===== config.mk =====
export PLATFORM = sky130hd
export DESIGN_NAME = rotator_relay_command_fsm_unit_flat
export DESIGN_NICKNAME = d
export VERILOG_FILES = /design/src/rtl/rrc_pkg.sv /design/src/rtl/rrc_in_if.sv /design/src/rtl/rrc_out_if.sv /design/src/rtl/rrc_step.sv /design/src/rtl/rotator_relay_command_fsm_unit.sv /design/src/flat_wrapper.sv
export SDC_FILE = /design/constraint.sdc
export NUM_CORES = 1
export LEC_CHECK = 0
export ABC_AREA = 0
export BUFFER_PORTS_ARGS = -buffer_cell sky130_fd_sc_hd__buf_2
export CAP_MARGIN = 15
export CELL_PAD_IN_SITES_DETAIL_PLACEMENT = 0
export CELL_PAD_IN_SITES_GLOBAL_PLACEMENT = 2
export CORE_MARGIN = 4
export CORE_UTILIZATION = 35
export DETAILED_ROUTE_END_ITERATION = 8
export GPL_TIMING_DRIVEN = 0
export HOLD_SLACK_MARGIN = 0.06
export PLACE_DENSITY_LB_ADDON = 0.1
export SYNTH_ARGS = -nofsm -noshare
export SYNTH_HDL_FRONTEND = slang
export SYNTH_SLANG_ARGS = --single-unit

===== constraint.sdc =====
create_clock -name clk -period 15.4 [get_ports clk]
set_input_delay 3.08 -clock clk [delete_from_list [all_inputs] [get_ports clk]]
set_output_delay 3.08 -clock clk [all_outputs]
set_load 0.02 [all_outputs]

===== src/rtl/rrc_pkg.sv =====
package rrc_pkg;

	localparam int CODE_W     = 4;
	localparam int TARGET_W   = 16;
	localparam int READING_W  = 14;
	localparam int PAUSE_W    = 2;
	localparam int TIMEOUT_W  = 20;
	localparam int DEADBAND_W = 10;
	localparam int RELAY_W    = 4;
	// Wide enough for 36 * reading and 10 * (target + deadband).
	localparam int SCALED_W   = 21;

	localparam int CFG_DATA_W = 20;
	localparam int CFG_IDX_W  = 1;

	localparam logic [CFG_IDX_W-1:0] CFG_IDLE_TIMEOUT = 1'b0;
	localparam logic [CFG_IDX_W-1:0] CFG_DEADBAND     = 1'b1;

	localparam logic [TIMEOUT_W-1:0]  IDLE_TIMEOUT_RST = 20'd100000;
	localparam logic [DEADBAND_W-1:0] DEADBAND_RST     = 10'd100;

	localparam logic [CODE_W-1:0] MODE_SLEEP    = 4'd0;
	localparam logic [CODE_W-1:0] MODE_CW       = 4'd1;
	localparam logic [CODE_W-1:0] MODE_CCW      = 4'd2;
	localparam logic [CODE_W-1:0] MODE_STOP_AZ  = 4'd3;
	localparam logic [CODE_W-1:0] MODE_UP       = 4'd4;
	localparam logic [CODE_W-1:0] MODE_DOWN     = 4'd5;
	localparam logic [CODE_W-1:0] MODE_STOP_EL  = 4'd6;
	localparam logic [CODE_W-1:0] MODE_STOP_ALL = 4'd7;
	localparam logic [CODE_W-1:0] MODE_TRACK    = 4'd8;

	localparam int RB_CW   = 0;
	localparam int RB_CCW  = 1;
	localparam int RB_UP   = 2;
	localparam int RB_DOWN = 3;

	localparam logic [PAUSE_W-1:0] PAUSE_NONE  = 2'd0;
	localparam logic [PAUSE_W-1:0] PAUSE_SHORT = 2'd1;
	localparam logic [PAUSE_W-1:0] PAUSE_LONG  = 2'd2;

	typedef struct packed {
		logic [CODE_W-1:0]   mode;
		logic [CODE_W-1:0]   prev_mode;
		logic [RELAY_W-1:0]  relays;
		logic                tracking;
		logic [TARGET_W-1:0] target;
	} rrc_state_t;

	typedef struct packed {
		logic [RELAY_W-1:0] relays;
		logic [CODE_W-1:0]  mode;
		logic               tracking;
		logic [PAUSE_W-1:0] pause;
	} rrc_result_t;

endpackage


===== src/rtl/rrc_in_if.sv =====
interface rrc_in_if import rrc_pkg::*; ();
	logic                 valid;
	logic                 ready;
	logic                 new_command;
	logic [CODE_W-1:0]    command_code;
	logic [TARGET_W-1:0]  target_elevation;
	logic                 emergency_stop;
	logic [READING_W-1:0] elevation_reading;

	modport source (
		output valid, new_command, command_code, target_elevation,
		       emergency_stop, elevation_reading,
		input  ready
	);

	modport sink (
		input  valid, new_command, command_code, target_elevation,
		       emergency_stop, elevation_reading,
		output ready
	);
endinterface


===== src/rtl/rrc_out_if.sv =====
interface rrc_out_if import rrc_pkg::*; ();
	logic               valid;
	logic               ready;
	logic               relay_cw;
	logic               relay_ccw;
	logic               relay_up;
	logic               relay_down;
	logic [CODE_W-1:0]  current_mode;
	logic               tracking_active;
	logic [PAUSE_W-1:0] pause_code;

	modport source (
		output valid, relay_cw, relay_ccw, relay_up, relay_down, current_mode,
		       tracking_active, pause_code,
		input  ready
	);

	modport sink (
		input  valid, relay_cw, relay_ccw, relay_up, relay_down, current_mode,
		       tracking_active, pause_code,
		output ready
	);
endinterface


===== src/rtl/rrc_step.sv =====
module rrc_step import rrc_pkg::*; #(
	parameter int COUNTER_BITS = 20
) (
	input  rrc_state_t              st_cur,
	input  logic [COUNTER_BITS-1:0] idle_cur,
	input  logic [TIMEOUT_W-1:0]    idle_timeout,
	input  logic [DEADBAND_W-1:0]   deadband,
	input  logic                    new_command,
	input  logic [CODE_W-1:0]       command_code,
	input  logic [TARGET_W-1:0]     target_elevation,
	input  logic                    emergency_stop,
	input  logic [READING_W-1:0]    elevation_reading,
	output rrc_state_t              st_nxt,
	output logic [COUNTER_BITS-1:0] idle_nxt,
	output rrc_result_t             res
);

	localparam int CMP_W = (COUNTER_BITS > TIMEOUT_W) ? COUNTER_BITS : TIMEOUT_W;

	rrc_state_t              st;
	logic [COUNTER_BITS-1:0] idle;
	logic [PAUSE_W-1:0]      pause;
	logic [SCALED_W-1:0]     pos10;
	logic [SCALED_W-1:0]     db10;
	logic [SCALED_W-1:0]     tgt10;

	always_comb begin
		st    = st_cur;
		idle  = idle_cur;
		pause = PAUSE_NONE;

		if (new_command) begin
			st.prev_mode = st.mode;
			st.mode      = command_code;
			idle         = '0;
			if (command_code == MODE_TRACK) begin
				st.target = target_elevation;
			end
		end else begin
			idle = idle + 1'b1;
			if (CMP_W'(idle) == CMP_W'(idle_timeout)) begin
				st.mode = MODE_SLEEP;
				idle    = '0;
			end
		end

		if (emergency_stop) begin
			st.relays = '0;
			st.mode   = MODE_SLEEP;
		end

		// Position is reading * 3.6; everything is scaled by ten to stay exact.
		pos10 = SCALED_W'(elevation_reading) * SCALED_W'(36);
		db10  = SCALED_W'(deadband) * SCALED_W'(10);
		tgt10 = SCALED_W'(st.target) * SCALED_W'(10);

		unique case (st.mode)
			MODE_CW: begin
				st.prev_mode = st.mode;
				if (st.relays[RB_CCW]) begin
					st.relays[RB_CCW] = 1'b0;
					pause = PAUSE_LONG;
				end
				st.relays[RB_CW] = 1'b1;
				st.mode = MODE_SLEEP;
			end
			MODE_CCW: begin
				st.prev_mode = st.mode;
				if (st.relays[RB_CW]) begin
					st.relays[RB_CW] = 1'b0;
					pause = PAUSE_LONG;
				end
				st.relays[RB_CCW] = 1'b1;
				st.mode = MODE_SLEEP;
			end
			MODE_STOP_AZ: begin
				st.prev_mode = st.mode;
				st.relays[RB_CW]  = 1'b0;
				st.relays[RB_CCW] = 1'b0;
				st.mode = MODE_SLEEP;
			end
			MODE_UP: begin
				st.prev_mode = st.mode;
				if (st.relays[RB_DOWN]) begin
					st.relays[RB_DOWN] = 1'b0;
					pause = PAUSE_LONG;
				end
				st.relays[RB_UP] = 1'b1;
				st.mode = MODE_SLEEP;
			end
			MODE_DOWN: begin
				st.prev_mode = st.mode;
				if (st.relays[RB_UP]) begin
					st.relays[RB_UP] = 1'b0;
					pause = PAUSE_LONG;
				end
				st.relays[RB_DOWN] = 1'b1;
				st.mode = MODE_SLEEP;
			end
			MODE_STOP_EL: begin
				st.prev_mode = st.mode;
				st.relays[RB_UP]   = 1'b0;
				st.relays[RB_DOWN] = 1'b0;
				st.mode = MODE_SLEEP;
			end
			MODE_STOP_ALL: begin
				st.prev_mode = st.mode;
				st.relays = '0;
				st.mode = MODE_SLEEP;
			end
			MODE_TRACK: begin
				// Entering tracking drops every relay before the first move.
				if (st.prev_mode != st.mode) begin
					st.prev_mode = st.mode;
					st.relays   = '0;
					pause       = PAUSE_LONG;
					st.tracking = 1'b1;
				end
				if (pos10 + db10 < tgt10) begin
					st.relays[RB_CCW] = 1'b0;
					st.relays[RB_CW]  = 1'b1;
				end else if (pos10 > tgt10 + db10) begin
					st.relays[RB_CW]  = 1'b0;
					st.relays[RB_CCW] = 1'b1;
				end else begin
					st.relays[RB_CW]  = 1'b0;
					st.relays[RB_CCW] = 1'b0;
					st.tracking = 1'b0;
					st.mode     = MODE_SLEEP;
				end
			end
			MODE_SLEEP: begin
				st.prev_mode = st.mode;
				pause = PAUSE_SHORT;
			end
			default: begin
				st.prev_mode = st.mode;
				st.mode = MODE_SLEEP;
			end
		endcase

		st_nxt       = st;
		idle_nxt     = idle;
		res.relays   = st.relays;
		res.mode     = st.mode;
		res.tracking = st.tracking;
		res.pause    = pause;
	end

endmodule


===== src/rtl/rotator_relay_command_fsm_unit.sv =====
// A result is registered and shown in the cycle after its command beat is accepted.
// One beat per clock unless the output holds back; the only loop is the registered state update,
// and the one-entry result register takes a new beat whenever it is empty or drained.
// Reset (arst_n low, asynchronous): mode and previous mode go to sleep, all relays off,
// tracking and the latched target clear, the idle counter clears, and the timeout
// and deadband registers return to 100000 accepted beats and 100 position units.
module rotator_relay_command_fsm_unit import rrc_pkg::*; #(
	parameter int COUNTER_BITS = 20
) (
	input  logic                  clk,
	input  logic                  arst_n,
	input  logic                  cfg_we,
	input  logic [CFG_IDX_W-1:0]  cfg_index,
	input  logic [CFG_DATA_W-1:0] cfg_data,
	rrc_in_if.sink                cmd,
	rrc_out_if.source             res
);

	rrc_state_t              st_q;
	rrc_state_t              st_nxt;
	logic [COUNTER_BITS-1:0] idle_q;
	logic [COUNTER_BITS-1:0] idle_nxt;
	logic [TIMEOUT_W-1:0]    idle_timeout_q;
	logic [DEADBAND_W-1:0]   deadband_q;
	rrc_result_t             step_res;
	rrc_result_t             res_s1;
	logic                    res_valid_s1;
	logic                    accept;

	assign cmd.ready = !res_valid_s1 || res.ready;
	assign accept    = cmd.valid && cmd.ready;

	rrc_step #(
		.COUNTER_BITS(COUNTER_BITS)
	) u_step (
		.st_cur            (st_q),
		.idle_cur          (idle_q),
		.idle_timeout      (idle_timeout_q),
		.deadband          (deadband_q),
		.new_command       (cmd.new_command),
		.command_code      (cmd.command_code),
		.target_elevation  (cmd.target_elevation),
		.emergency_stop    (cmd.emergency_stop),
		.elevation_reading (cmd.elevation_reading),
		.st_nxt            (st_nxt),
		.idle_nxt          (idle_nxt),
		.res               (step_res)
	);

	always_ff @(posedge clk or negedge arst_n) begin
		if (!arst_n) begin
			idle_timeout_q <= IDLE_TIMEOUT_RST;
			deadband_q     <= DEADBAND_RST;
		end else if (cfg_we) begin
			unique case (cfg_index)
				CFG_IDLE_TIMEOUT: idle_timeout_q <= cfg_data[TIMEOUT_W-1:0];
				CFG_DEADBAND:     deadband_q     <= cfg_data[DEADBAND_W-1:0];
			endcase
		end
	end

	always_ff @(posedge clk or negedge arst_n) begin
		if (!arst_n) begin
			st_q         <= '0;
			idle_q       <= '0;
			res_valid_s1 <= 1'b0;
		end else begin
			if (accept) begin
				st_q   <= st_nxt;
				idle_q <= idle_nxt;
			end
			if (accept) begin
				res_valid_s1 <= 1'b1;
			end else if (res.ready) begin
				res_valid_s1 <= 1'b0;
			end
		end
	end

	always_ff @(posedge clk) begin
		if (accept) begin
			res_s1 <= step_res;
		end
	end

	assign res.valid           = res_valid_s1;
	assign res.relay_cw        = res_s1.relays[RB_CW];
	assign res.relay_ccw       = res_s1.relays[RB_CCW];
	assign res.relay_up        = res_s1.relays[RB_UP];
	assign res.relay_down      = res_s1.relays[RB_DOWN];
	assign res.current_mode    = res_s1.mode;
	assign res.tracking_active = res_s1.tracking;
	assign res.pause_code      = res_s1.pause;

	// Every beat leaves the machine asleep or still tracking.
	a_mode_settled: assert property (@(posedge clk) disable iff (!arst_n)
		st_q.mode == MODE_SLEEP || st_q.mode == MODE_TRACK)
		else $error("stored mode is neither sleep nor track");

	a_az_interlock: assert property (@(posedge clk) disable iff (!arst_n)
		!(st_q.relays[RB_CW] && st_q.relays[RB_CCW]))
		else $error("both azimuth relays energized");

	a_el_interlock: assert property (@(posedge clk) disable iff (!arst_n)
		!(st_q.relays[RB_UP] && st_q.relays[RB_DOWN]))
		else $error("both elevation relays energized");

	a_result_follows: assert property (@(posedge clk) disable iff (!arst_n)
		accept |=> res_valid_s1 && res_s1.pause != 2'd3)
		else $error("accepted beat did not produce a well-formed result");

endmodule

===== src/flat_wrapper.sv =====
// flat-port wrapper written by rule: the top's interface ports become plain ports
module rotator_relay_command_fsm_unit_flat import rrc_pkg::*;
#(
	parameter int COUNTER_BITS = 20
)
  (clk, arst_n, cfg_we, cfg_index, cfg_data, cmd_valid, cmd_new_command, cmd_command_code, cmd_target_elevation, cmd_emergency_stop, cmd_elevation_reading, cmd_ready, res_valid, res_relay_cw, res_relay_ccw, res_relay_up, res_relay_down, res_current_mode, res_tracking_active, res_pause_code, res_ready);
  rrc_in_if cmd_i ();
  rrc_out_if res_i ();
  input  logic clk;
  input  logic arst_n;
  input  logic cfg_we;
  input  logic [CFG_IDX_W-1:0] cfg_index;
  input  logic [CFG_DATA_W-1:0] cfg_data;
  input wire logic [$bits(cmd_i.valid)-1:0] cmd_valid;
  input wire logic [$bits(cmd_i.new_command)-1:0] cmd_new_command;
  input wire logic [$bits(cmd_i.command_code)-1:0] cmd_command_code;
  input wire logic [$bits(cmd_i.target_elevation)-1:0] cmd_target_elevation;
  input wire logic [$bits(cmd_i.emergency_stop)-1:0] cmd_emergency_stop;
  input wire logic [$bits(cmd_i.elevation_reading)-1:0] cmd_elevation_reading;
  output wire logic [$bits(cmd_i.ready)-1:0] cmd_ready;
  output wire logic [$bits(res_i.valid)-1:0] res_valid;
  output wire logic [$bits(res_i.relay_cw)-1:0] res_relay_cw;
  output wire logic [$bits(res_i.relay_ccw)-1:0] res_relay_ccw;
  output wire logic [$bits(res_i.relay_up)-1:0] res_relay_up;
  output wire logic [$bits(res_i.relay_down)-1:0] res_relay_down;
  output wire logic [$bits(res_i.current_mode)-1:0] res_current_mode;
  output wire logic [$bits(res_i.tracking_active)-1:0] res_tracking_active;
  output wire logic [$bits(res_i.pause_code)-1:0] res_pause_code;
  input wire logic [$bits(res_i.ready)-1:0] res_ready;
  assign cmd_i.valid = cmd_valid;
  assign cmd_i.new_command = cmd_new_command;
  assign cmd_i.command_code = cmd_command_code;
  assign cmd_i.target_elevation = cmd_target_elevation;
  assign cmd_i.emergency_stop = cmd_emergency_stop;
  assign cmd_i.elevation_reading = cmd_elevation_reading;
  assign cmd_ready = cmd_i.ready;
  assign res_valid = res_i.valid;
  assign res_relay_cw = res_i.relay_cw;
  assign res_relay_ccw = res_i.relay_ccw;
  assign res_relay_up = res_i.relay_up;
  assign res_relay_down = res_i.relay_down;
  assign res_current_mode = res_i.current_mode;
  assign res_tracking_active = res_i.tracking_active;
  assign res_pause_code = res_i.pause_code;
  assign res_i.ready = res_ready;
  rotator_relay_command_fsm_unit #(.COUNTER_BITS(COUNTER_BITS)) u_core (.clk(clk), .arst_n(arst_n), .cfg_we(cfg_we), .cfg_index(cfg_index), .cfg_data(cfg_data), .cmd(cmd_i), .res(res_i));
endmodule

# Yosys cells after proc, flatten, opt, wreduce, memory -nomap -nowiden
# Index checks and enable logic that the tools add are counted.
# op_classes
eq_ne	11
muxes	29
n_addsub	3
n_div	0
multipliers	3
shifts	0
bitwise	1
reduce_logical	9
order_cmp	2
# ops
op	count
adder 20 x 14 -> 21 bit	2
2-to-1 mux 20 bit	2
2-to-1 mux 16 bit	2
2-to-1 mux 4 bit	8
> comparator 20 x 21 -> 1 bit	1
< comparator 21 x 20 -> 1 bit	1
adder 20 x 1 -> 20 bit (second input constant)	1
== test 20 bit	1
multiplier 16 x 3 -> 19 bit (second input constant)	1
multiplier 14 x 4 -> 18 bit (second input constant)	1
== test 4 x 3 -> 1 bit (second input constant)	4
case mux 2 bit (4 select lines)	2
2-to-1 mux 2 bit	7
multiplier 10 x 3 -> 13 bit (second input constant)	1
case mux 2 bit (6 select lines)	1
2-to-1 mux 9 bit	1
== test 4 x 2 -> 1 bit (second input constant)	2
== test 4 bit (second input constant)	2
case mux 4 bit (2 select lines)	1
2-to-1 mux 1 bit	5
== test 4 x 1 -> 1 bit (second input constant)	1
logical NOT 4 bit	1
!= test 4 bit	1
AND reduction 2 bit	2
other kinds (6)	7
# totals
memories	0
mem_bits_ro	0
reg_bits	91
ramBits	0
wordCells	71
latch_bits	0
output_inout_bits	13
in_bits	62

# Logic depth before layout (Yosys ltp)
# Gate-level depths: netlist of run 1.
# logic_depth
ltp_word	10
mapped_depth	30

# Modules after synthesis
# From an unflattened synthesis of run 1, not the netlist that was laid out.
# unflattened
cells_unflattened	982
area_unflattened_um2	9466.6
# by_module_without_submodules
mod	cells_each	seq_area_each_um2	area_each_um2	instances
rrc_step	799	0.0	5930.7	1
rotator_relay_command_fsm_unit	183	2343.5	3535.9	1

# Least setup slack after synthesis of run 1
# No wires, ideal clock.
# synth_timing
path_kind	input to register
from	in cmd_new_command
to	reg u_core.st_q[16] in the netlist's numbering
t_required_ns	15.306
setup_time_ns	0.094
path_stages	28
path_slack_ns	6.277
arrival_time_ns	9.029
path_cell_list	clkbuf_1 > and2_1 > nand2_1 > clkbuf_1 > mux2i_1 > inv_1 > ha_1 > ha_1 > fa_1 > a21o_1 > a21oi_1 > xnor2_1 > ha_1 > nand2_1 > a21oi_1 > o21a_1 > o311ai_0 > a2111oi_0 > nand2_1 > xnor2_1 > ha_1 > nand3_1 > nor4_1 > o21ai_0 > o211ai_1 > o22ai_1 > nor2b_1 > a211oi_1
# synth_rtl
item	line_no	source
start, declared	flat_wrapper.sv:15	input wire logic [$bits(cmd_i.new_command)-1:0] cmd_new_command;
end signal, assigned	rotator_relay_command_fsm_unit.sv:69	st_q <= st_nxt;
end, declared	rotator_relay_command_fsm_unit.sv:19	rrc_state_t st_q;

==> results of run 1 <==
==> cells by family after synthesis <==
| kind of cell | count (synthesis) | synth area share [%] |
|---|---|---|
| AO/OA/AOI/OAI | 265 | 20.4 |
| XOR/XNOR | 84 | 8.42 |
| adder cells (fa/ha/maj) | 129 | 18.5 |
| buffers and inverters | 88 | 3.99 |
| flip-flops | 91 | 26.3 |
| multiplexers | 53 | 6.55 |
| other | 1 | 0.0421 |
| AND/OR/NAND/NOR | 278 | 15.8 |
==> power by group <==
group,leakage (uW),internal [uW],switching (uW)
clock,0.000154,132,99.8
sequential,0.00112,276,20.8
combinational,0.00338,428,539
==> metal layers <==
metal  wire, um  share of wire [%]  global-route usage, %  vias up
li1           -                  -                      -     3781
met1      11800                 52                   24.4     3385
met2      10200                 45                   25.7       92
met3        639                2.8                   2.27       15
met4        184               0.81                   2.58        0
met5          0                  0                      0        -
==> metrics by stage <==
step / instances / hold WS [ns]
after floorplan: 991 / 0.440
after global placement: 1394 / 0.452
after detailed placement: 1395 / 0.457
after CTS: 1411 / 0.474
after global routing: 1411 / 0.491
final: 1411 / 0.470
==> state kept, by name, indices dropped and copies added, names as in the netlist, 2 cells and up <==
register	cells
u_core.idle_q	20
u_core.idle_timeout_q	20
u_core.deadband_q	10
u_core.res.pause_code	2
u_core.st_q	29
u_core.res.current_mode	4
==> critical path, delay by kind of cell <==
family | cells | cell delay, ns
and+or+nand+nor | 7 | 1.62
muxes | 1 | 0.44
xor gates and xnor gates | 2 | 0.31
buffers and inverters | 4 | 1.01
adders and majority gates | 5 | 1.49
AOI/OAI and AO/OA | 10 | 2.88
==> worst max-delay path by stage <==
| stage | slack (ns) | start | cells after the start | to |
|---|---|---|---|---|
| detailed placement | 4.28 | cmd_new_command | 29 | u_core.st_q[16]$_DFFE_PN0P_ |
| CTS | 4.55 | cmd_new_command | 29 | u_core.st_q[16]$_DFFE_PN0P_ |
| global placement | 4.26 | cmd_new_command | 29 | u_core.st_q[16]$_DFFE_PN0P_ |
| finish | 4.83 | cmd_new_command | 29 | u_core.st_q[16]$_DFFE_PN0P_ |
| floorplan | 6.28 | cmd_new_command | 28 | u_core.st_q[16]$_DFFE_PN0P_ |
| global route | 4.07 | cmd_new_command | 29 | u_core.st_q[16]$_DFFE_PN0P_ |
==> cell usage in the layout, fill, tap and decap left out, types with 33 or more instances in the layout <==
cell / synthesis / routed
inv_1: 59 / 59
buf_2: 2 / 74
mux2_2: 42 / 42
nand2_1: 92 / 92
nor2_1: 51 / 51
xor2_1: 33 / 33
dfrtp_1: 71 / 71
o21ai_0: 63 / 63
a21oi_1: 60 / 60
ha_1: 124 / 124
xnor2_1: 50 / 50
==> final cells by class <==
class	count	area, sq um	share of cell area (%)
multi-input cells	812	6210	62.0
inverters	61	229	2.28
well taps	330	413	4.12
clock inverters	6	70.1	0.699
clock buffers	10	239	2.38
repair buffers	74	388	3.87
flip-flops and latches	91	2340	23.4
plain buffers	27	126	1.26
==> qor.yml, run 1 <==
yosysWarnings: 0
synth.largest_area_cell: "dfrtp_1"
route.detailed.vias_per_inst: 5.15
dpl.hpwl_mm: 18.4
grt_first_pass_wirelength_mm: 37.5
setup_tns_ns: 0
grt_setup_unrepaired: "false"
run_status: "completed"
worstMarginPinSlew_ns: 1.05
mean_routed_wirelength_per_cell_um: 16.2
postCtsHoldBufs: 0
synth_seq_cells: 91
core.rowCount: 58
reg2reg_to: "u_core.st_q[16]$_DFFE_PN0P_"
critPathRequiredTime_ns: 15.66
hold_path_depth: 2
syn-cell-area_sq_um: 8900
critPathMaxFanout: 10
finalClockSkew_ns: 0.0101
period_minus_slack_ns: 10.57
max_cap_violations: 0
worst_hold_path_type: "reg -> reg"
grt_antenna_before_repair: 0
port_buffers: 73
min_delay_worst_endpoint: "u_core.st_q[0]$_DFFE_PN0P_"
cts_setup_buffers: 0
die_y_um: 168
ant_nets: 0
detail_route.first_pass.iterations: 7
via_count: 7273
ctsRootBufferMaster: "clkbuf_16"
crit_path_end_kind: "flop"
most_common_cell_in_the_synthesized_netlist: "ha_1"
cts-buffers-inserted: 9
grt_pass1_vias: 7096
yosysSeqAreaShare_pct: 26.3
clock_latency_ns: 0.35
critical_path.max_stage_delay_ns: 0.92
post_cts_gate_resize_count: 0
cts_tree: "built"
critPathArrivalTime_ns: 10.82
synth_edf_count: 11
timing.final.crit_share_pct: 68.6
layout-drive-gt1-share_pct: 16.0
timing.max_slew.rel_slack_pct: 28.5
clockBufferDepth: 2
fillCellCount: 2668
pre_cts_slack_ns: 4.28
post-route-worst-setup-slack_ns: 4.83
synth_top_cells_by_area: "dfrtp_1 20%, ha_1 17%, mux2_2 5.3%"
share_of_the_synthesized_area_in_the_top_cell_type_pct: 20.0
r2r-start: "u_core.st_q[1]$_DFFE_PN0P_"
synth.lib_cells_used.distinct: 85
clock_sink_count: 91
synthTopCellsByCount: "124 x ha_1, 92 x nand2_1, 71 x dfrtp_1"
cts.reportedPaths.clkPinSlew_ns: 0.07
h_tree_level_count: 3
finish.net_count: 1267
worst_setup_path_start_kind: "input port"
setup-violations-final: 0
timing.reg2reg.worst_path_depth: 23
ff2ff_setup_slack_ns: 8.65
insertedDiodeCount: 0
postSynthCellCount: 989
power_density_nw_per_um2: 149
globalRoute.totalOverflow: 0
flow.area_growth_from_synthesis_pct: 12.5
synth_flop_cell: "dfrtp_1"
grt_use_total_pct: 16.4
ioPinCount: 75
cp_common_cell: "ha_1"
min-delay-start: "u_core.st_q[0]$_DFFE_PN0P_"
start_util_pct: 35.5
maxSlewViolCount: 0
post-layout-total-power_uw: 1500
place_congestion: 0.798
critPathKind: "in -> reg"
drc_errors: 0
overall_die_width_um: 168
finalHoldViolCount: 0
peakVddDrop_uv: 66.4
place_area_sq_um: 9710
final_instance_area_sq_um: 10000
die_area_sq_um: 28100
utilization_of_the_core_after_routing_pct: 39.9
dr.first_iter.drc_count: 403
core_area_sq_um: 25100
critPathSlowestCell: "a2111oi_0"
grt_start_max_net_pins: 46
syn_avg_cell_area_sq_um: 9.00
async_reset_ff_share_pct: 87.9
leak_pwr_uw: 0.00465
max_freq_ghz: 0.0946
detail_route.wirelength_mm: 22.8
(Power assumes the default switching activity.)
==> run 2, diff against run 1 <==
clock period = 8.9 ns   (was 15.4 ns; I/O delays follow)
==> qor.yml, run 2 (synthesis results as in run 1) <==
insertedDiodeCount: 0
leak_pwr_uw: 0.00466
crit_path_end_kind: "flop"
cts.reportedPaths.clkPinSlew_ns: 0.07
grt_pass1_vias: 7096
clockBufferDepth: 2
die_y_um: 168
clock_sink_count: 91
grt_antenna_before_repair: 0
cts_tree: "built"
die_area_sq_um: 28100
timing.final.crit_share_pct: 92.9
pre_cts_slack_ns: -0.917
run_status: "completed"
clock_power_share_pct: 15.4
layout_top_registers: "u_core.st_q x29, u_core.idle_q x20, u_core.idle_timeout_q x20"
post_cts_gate_resize_count: 4
place_congestion: 0.798
setup-violations-final: 0
largest_register_ff_count: 29
finish.net_count: 1266
postCtsHoldBufs: 0
layout-drive-gt1-share_pct: 16.4
layout_common_cells: "124 x ha_1, 91 x nand2_1, 74 x buf_2"
core_area_sq_um: 25100
multi_input_area_sq_um: 6230
worstMarginPinSlew_ns: 1.05
finalClockSkew_ns: 0.0103
dr.first_iter.drc_count: 427
flow.area_growth_from_synthesis_pct: 12.7
dp.cells: 1395
timing.max_slew.rel_slack_pct: 28.5
drc_errors: 0
critPathMaxFanout: 14
worst_hold_slack_ns: 0.471
p_sw_uw: 1150
regArea_sq_um: 2340
critPathRequiredTime_ns: 9.15
cp_common_cell: "ha_1"
ant_nets: 0
grt_setup_unrepaired: "false"
setup_tns_ns: 0
ioPinCount: 75
max_flop_register: "u_core.st_q"
critPathSlowestCell: "a2111oi_2"
max_cap_violations: 0
worst_setup_path_start_kind: "input port"
cts_setup_buffers: 0
dpl.hpwl_mm: 18.4
overall_die_width_um: 168
combinationalPowerShare_pct: 64.8
finalHoldViolCount: 0
detail_route.wirelength_mm: 22.8
sw_frac_of_total_pct: 44.2
instances_no_fill: 1410
start_util_pct: 35.5
critPathArrivalTime_ns: 8.52
grt_use_total_pct: 16.4
peakVddDrop_uv: 114
h_tree_level_count: 3
critPathKind: "in -> reg"
clock_latency_ns: 0.34
maxSlewViolCount: 0
power_density_nw_per_um2: 258
worst_hold_path_type: "reg -> reg"
cts-buffers-inserted: 9
fillCellCount: 2662
core.rowCount: 58
globalRoute.totalOverflow: 0
internal-power_uw: 1450
detail_route.first_pass.iterations: 4
grt_start_max_net_pins: 46
power.share.sequential_pct: 19.8
period_minus_slack_ns: 8.27
mean_routed_wirelength_per_cell_um: 16.1
grt_first_pass_wirelength_mm: 37.6
ff2ff_setup_slack_ns: 2.62
post-route-worst-setup-slack_ns: 0.628
route.detailed.vias_per_inst: 5.11
ctsRootBufferMaster: "clkbuf_16"
port_buffers: 73
via_count: 7204
max_freq_ghz: 0.121
mostFrequentLayoutCell: "ha_1"
critical_path.max_stage_delay_ns: 0.51
==> run 2: through the flow <==
stage	instance area, sq um	util (%)	total power [uW]
after CTS	10000	39.9	2640
final	10000	40.0	2590
after global routing	10000	40.0	2890
after detailed placement	9710	38.7	2200
after global placement	9690	38.6	2210
after floorplan	8910	-	1800
==> run 2: per-layer routing <==
layer,up-vias,GRT usage [%],share of wire [%]
li1,3779,-,-
met1,3329,24.4,51
met2,85,25.7,45
met3,11,2.27,3.7
met4,0,2.58,0.73
met5,-,0,0
==> run 2: worst paths after layout <==
path / startpoint / cells past startpoint / endpoint
setup / recovery: cmd_new_command / 28 / u_core.st_q[16]$_DFFE_PN0P_
hold / removal: u_core.st_q[12]$_DFFE_PN0P_ / 2 / u_core.st_q[12]$_DFFE_PN0P_
setup reg to reg: u_core.st_q[1]$_DFFE_PN0P_ / 23 / u_core.st_q[16]$_DFFE_PN0P_
hold reg to reg: u_core.st_q[12]$_DFFE_PN0P_ / 2 / u_core.st_q[12]$_DFFE_PN0P_
max in group asynchronous: arst_n / 2 / u_core.deadband_q[2]$_DFFE_PN1P_
min in group asynchronous: arst_n / 1 / u_core.st_q[20]$_DFFE_PN0P_
==> run 2: cell type report <==
| class | count | share of cell area [%] |
|---|---|---|
| repair buffers | 74 | 3.87 |
| clock buffers | 10 | 2.38 |
| inverters | 61 | 2.28 |
| plain buffers | 26 | 1.23 |
| flip-flops and latches | 91 | 23.4 |
| clock inverters | 6 | 0.698 |
| multi-input cells | 812 | 62.1 |
| well taps | 330 | 4.12 |
==> run 2: power by group through the flow <==
stage          logic [uW]  clock network (uW)  registers (uW)
3_3_place_gp         1690                   0             521
5_1_grt              1940                 431             521
6_report             1680                 399             513
4_1_cts              1710                 417             514
3_5_place_dp         1680                   0             522
2_1_floorplan        1280                   0             515
==> run 2: worst max-delay path: cells and delay by family <==
| kind | cells | cell delay [ns] |
|---|---|---|
| and+or+nand+nor | 7 | 1.54 |
| AOI/OAI and AO/OA | 10 | 2.42 |
| adders and majority gates | 5 | 1.49 |
| xor gates and xnor gates | 2 | 0.29 |
| muxes | 1 | 0.38 |
| buffers and inverters | 3 | 0.62 |
